## config.mk

```make
export PLATFORM = sky130hd
export DESIGN_NAME = rpgs_useq
export DESIGN_NICKNAME = d
export VERILOG_FILES = /design/src/design/rpgs_pkg.sv /design/src/design/rpgs_useq.sv
export SDC_FILE = /design/constraint.sdc
export NUM_CORES = 1
export LEC_CHECK = 0
export ABC_AREA = 1
export BUFFER_PORTS_ARGS = -buffer_cell sky130_fd_sc_hd__buf_2
export CAP_MARGIN = 40
export CORE_AREA = 2 2 39 41
export CTS_BUF_LIST = sky130_fd_sc_hd__clkbuf_4
export DETAILED_ROUTE_END_ITERATION = 8
export DIE_AREA = 0 0 41 43
export PLACE_DENSITY_LB_ADDON = 0.2
export SYNTH_ARGS = -nofsm -noshare
export SYNTH_HDL_FRONTEND = slang
export SYNTH_SLANG_ARGS = --single-unit
```

## constraint.sdc

```tcl
create_clock -name clk -period 1.26 [get_ports clk]
set_input_delay 0.063 -clock clk [delete_from_list [all_inputs] [get_ports clk]]
set_output_delay 0.063 -clock clk [all_outputs]
set_load 0.02 [all_outputs]
```

## src/design/rpgs_pkg.sv

```systemverilog
`timescale 1ns / 1ps

package rpgs_pkg;

  // Default sizing
  localparam int DEF_MAX_ALLELES = 256;
  localparam int DEF_PROB_BITS   = 16;

  // Input beat opcodes
  localparam logic OP_LOAD = 1'b0;
  localparam logic OP_SIM  = 1'b1;

  // Configuration register indexes
  localparam int          CFG_IDX_W  = 1;
  localparam logic [0:0]  REG_K_NONE = 1'b0;
  localparam logic [0:0]  REG_K_ONE  = 1'b1;

  // IBD state codes
  localparam logic [1:0] IBD_NONE = 2'd0;
  localparam logic [1:0] IBD_ONE  = 2'd1;
  localparam logic [1:0] IBD_TWO  = 2'd2;

  // Number of allele draws walked in parallel
  localparam int NUM_DRAWS = 4;

  // Microprogram step addresses
  localparam int         STEP_W     = 2;
  localparam logic [1:0] STEP_WAIT  = 2'd0;
  localparam logic [1:0] STEP_ISSUE = 2'd1;
  localparam logic [1:0] STEP_WALK  = 2'd2;
  localparam logic [1:0] STEP_EMIT  = 2'd3;

  // Jump conditions: take the target when true, otherwise hold the step
  localparam int         COND_W       = 2;
  localparam logic [1:0] COND_ALWAYS  = 2'd0;
  localparam logic [1:0] COND_SIM     = 2'd1;
  localparam logic [1:0] COND_DONE    = 2'd2;
  localparam logic [1:0] COND_OUTFREE = 2'd3;

  typedef struct packed {
    logic              take_in;
    logic              issue;
    logic              walk;
    logic              emit;
    logic [COND_W-1:0] cond;
    logic [STEP_W-1:0] target;
  } ctrl_t;

  typedef struct packed {
    logic sim_go;
    logic walk_done;
    logic out_free;
  } status_t;

  // Control store
  function automatic ctrl_t ucode_word(input logic [STEP_W-1:0] step);
    ctrl_t w;
    w = '0;
    case (step)
      STEP_WAIT: begin
        w.take_in = 1'b1;
        w.cond    = COND_SIM;
        w.target  = STEP_ISSUE;
      end
      STEP_ISSUE: begin
        w.issue  = 1'b1;
        w.cond   = COND_ALWAYS;
        w.target = STEP_WALK;
      end
      STEP_WALK: begin
        w.issue  = 1'b1;
        w.walk   = 1'b1;
        w.cond   = COND_DONE;
        w.target = STEP_EMIT;
      end
      STEP_EMIT: begin
        w.emit   = 1'b1;
        w.cond   = COND_OUTFREE;
        w.target = STEP_WAIT;
      end
      default: begin
        w.cond   = COND_ALWAYS;
        w.target = STEP_WAIT;
      end
    endcase
    return w;
  endfunction

endpackage

```

## src/design/rpgs_useq.sv

```systemverilog
`timescale 1ns / 1ps

module rpgs_useq (
  input  logic             clk,
  input  logic             rst_n,
  input  rpgs_pkg::status_t status,
  output rpgs_pkg::ctrl_t   ctrl
);

  logic [rpgs_pkg::STEP_W-1:0] step_r;
  logic [rpgs_pkg::STEP_W-1:0] step_nxt;
  logic                        jump;

  // Fetch the control word of the current step
  assign ctrl = rpgs_pkg::ucode_word(step_r);

  // Evaluate the jump condition
  always_comb begin
    case (ctrl.cond)
      rpgs_pkg::COND_ALWAYS:  jump = 1'b1;
      rpgs_pkg::COND_SIM:     jump = status.sim_go;
      rpgs_pkg::COND_DONE:    jump = status.walk_done;
      rpgs_pkg::COND_OUTFREE: jump = status.out_free;
      default:                jump = 1'b1;
    endcase
    step_nxt = jump ? ctrl.target : step_r;
  end

  // Advance the step counter
  always_ff @(posedge clk) begin
    if (!rst_n) begin
      step_r <= rpgs_pkg::STEP_WAIT;
    end else begin
      step_r <= step_nxt;
    end
  end

endmodule

```

# Word level (Yosys, flattened, before mapping)
# Index checks and enable logic that the tools add are counted.
[totals]
register_bits = 2
latchBits = 0
mem_bits_rw = 0
romBits = 0
out_inout_bits = 8
wordCells = 16
mem_count = 0
[classes]
n_addsub = 0
n_mul = 0
div_mod_pow = 0
order_cmp = 0
eq_ne = 6
n_shift = 0
muxes = 6
n_bitwise = 0
reduce_logical = 3
[ops]
columns = ["operator", "count"]
rows = [
  ["one-hot mux 4 bit (4 select lines)", 1],
  ["== test 2 bit (second input constant)", 4],
  ["== test 2 x 1 -> 1 bit (second input constant)", 2],
  ["logical NOT 2 bit", 2],
  ["two-way mux 1 bit", 4],
  ["one-hot mux 1 bit (4 select lines)", 1],
  ["OR reduction 2 bit", 1],
]

# Depth between registers and ports, before layout
[logic_depth]
depth_word = 4
ltp_mapped = 8
depth_no_buf = 8

# Least setup slack after synthesis
# Ideal clock, no wire load.
[synth_timing]
path_kind = "flip-flop to flip-flop"
start = "register step_r[0] in the netlist's numbering"
end = "register step_r[0] in the netlist's numbering"
setup_ns = 0.113
arrival_ns = 1.208
required_ns = 1.147
setup_slack_ns = -0.061
path_stages_with_launch = 6
n_path_buf = 0
cell_sequence = "dfxtp_1 -> inv_1 -> ha_1 -> or2_4 -> nor2_1 -> nor2_1"
[synth_lines]
columns = ["item", "line_no", "rtl"]
rows = [
  ["start, declared", "rpgs_useq.sv:10", "logic [rpgs_pkg::STEP_W-1:0] step_r;"],
  ["start signal, assigned", "rpgs_useq.sv:32", "step_r <= rpgs_pkg::STEP_WAIT;"],
  ["start signal, assigned", "rpgs_useq.sv:34", "step_r <= step_nxt;"],
]

==> results.toml <==
[layout]
largest_register_ff_count = 2
final_cells = 65
nets = 63
syn2layout_area_growth_pct = 80.9
regMostFlops = "step_r"
largestRegisters = "step_r (2)"
layout_common_cells = "buf_2 (10), nand2_1 (8), nor2_1 (5), buf_4 (4)"
final_common_cell = "buf_2"
diodes = 0
drive_above_1_share = 0.633

[clock_tree]
clkSinkCount = 2
cts_max_level = 1
cts_buffer_depth = 2
cts_root_buffer = "clkbuf_4"
cts_buffers = 3
hold_buffers = 0
tritoncts = "done"
clk_pin_slew_worst_paths_ns = 0.03
clk_latency_ns = 0.22

[worst_setup_path]
crit_path_end_kind = "primary output"
crit_type = "reg2out"
critical_path_buf_inv_count = 2
critical-path-max-stage-delay_ns = 0.32
crit_top_cell = "buf_6"
path_delay_family = "flip-flops"
crit_arrival_ns = 1.18
crit_path_cell_trace = "buf_6 > ha_4 > or2_4 > buf_6"
worst_setup_path_start_kind = "flip-flop"
cp_slowest_cell = "dfxtp_2"
cp_data_required_time_ns = 1.20
path_max_fanout = 4

[global_route]
grt_use_met3 = 0
globalRouteTotalUtil = 0.0622
grt_pass1_wl_um = 676
grt_busiest_layer = "met2"
overflow = 0
antenna_found_initial = 0
grtUsageMet2 = 0.0875
grt_max_degree = 6
met1_usage = 0.0705
grt_pass1_vias = 181

[drt]
num_vias = 224
wl_per_cell_um = 8.08
drt.antenna.violating_nets = 0
routed_wl_um = 525
drtPass1Iterations = 2
vias_per_cell = 3.45
drc = 0
first_iter_violations = 1

[yosys]
ys_warn_count = 0
yosys.area.top_type = "ha_1"
synth_cells = 31
ys_top_cells_by_area = "ha_1 (38%), dfxtp_1 (17%), nand2_1 (13%)"
synth_area_per_cell_um2 = 7.39
synth_cell_types = 9
synth_seq_cells = 2
synth_top_area_frac = 0.383
seq_area_frac_synth = 0.175
syn_area_um2 = 229
syn_nets = 43

[placed_design]
place_inst = 61
portBuffers = 12
dp_hpwl_um = 394
place_congestion = 0.661

[sta]
clock_skew_ns = 0.00177
rsz0062_at_grt = "true"
maxSlewHeadroom = 0.916
finalSetupViolations = 0
final_hold_viol_count = 0
worst_slew_pin_slew_ns = 0.127
layout_worst_path_cycle_share = 0.986
timing.final.crit_period_ns = 1.24
maxSlewViolCount = 0
fmax_mhz = 805

[die]
core_um2 = 1380
initial_core_util = 0.165
num_io_pins = 13
die_area_um2 = 1760
fp-row-count = 14
die_x_um = 41
die_h_um = 43

[run]
max_cap_violations = 0

[outcome]
outcome = "completed"

[min_path]
min-delay-path-class = "in2reg"
[repair_timing]
item	CTS	global route
gates resized for setup	7	7
setup endpoints to repair	3	4
pin swaps	1	1
setup buffers	1	0
[per-stage QoR]
stage | area, um2 | util | hold slack [ns] | setup slack [ns] | TNS (ns)
CTS | 372 | 0.269 | 0.0572 | -0.00219 | -0.00219
global route | 414 | 0.299 | 0.0814 | -0.0146 | -0.0146
finish | 414 | 0.299 | 0.0681 | 0.0174 | 0
global placement | 329 | 0.238 | 0.304 | 0.0985 | 0
floorplan | 234 | - | 0.184 | 0.0138 | 0
detailed placement | 329 | 0.238 | 0.306 | 0.108 | 0
[worst reg2reg max path, stage by stage, from the launching register on]
cell and delay, ns:
dfxtp_2 0.32, buf_6 0.12, ha_4 0.16, or2_4 0.23, buf_4 0.13, nor2_1 0.09, nor2_1 0.05
[cell type report]
class / count / area, um2
inverter: 4 / 17.5
sequential: 2 / 42.5
clock buffer: 3 / 22.5
multi-input combinational: 24 / 209
timing repair buffer: 16 / 103
fill: 155 / 970
tap: 16 / 20.0
[cell usage after synthesis, drive strengths merged]
library cell	n
buf	1
dfxtp	2
ha	7
inv	4
nand2	9
nor2	7
or2	1
[metal layers]
metal | up-vias | routed length [um]
met3 | 0 | 16
met4 | 0 | 0
met1 | 93 | 232
li1 | 127 | -
met5 | - | 0
met2 | 4 | 275
[cells by family after synthesis]
logic type / synth area share
buffers and inverters: 0.0984
adders and majority gates: 0.382
and+or+nand+nor: 0.344
DFF: 0.175
[worst paths after layout]
path,startpoint,end,slack (ns),cells after the start
max,step_r[1]$_SDFFE_PN0P_,ctrl[0],0.02,4
max reg2reg,step_r[1]$_SDFFE_PN0P_,step_r[0]$_SDFFE_PN0P_,0.05,6
min,rst_n,step_r[0]$_SDFFE_PN0P_,0.07,3
min reg2reg,step_r[0]$_SDFFE_PN0P_,step_r[0]$_SDFFE_PN0P_,0.61,4
Power is not shown: default switching activity piles up to over one toggle a cycle in this logic, so the estimate is an artifact.
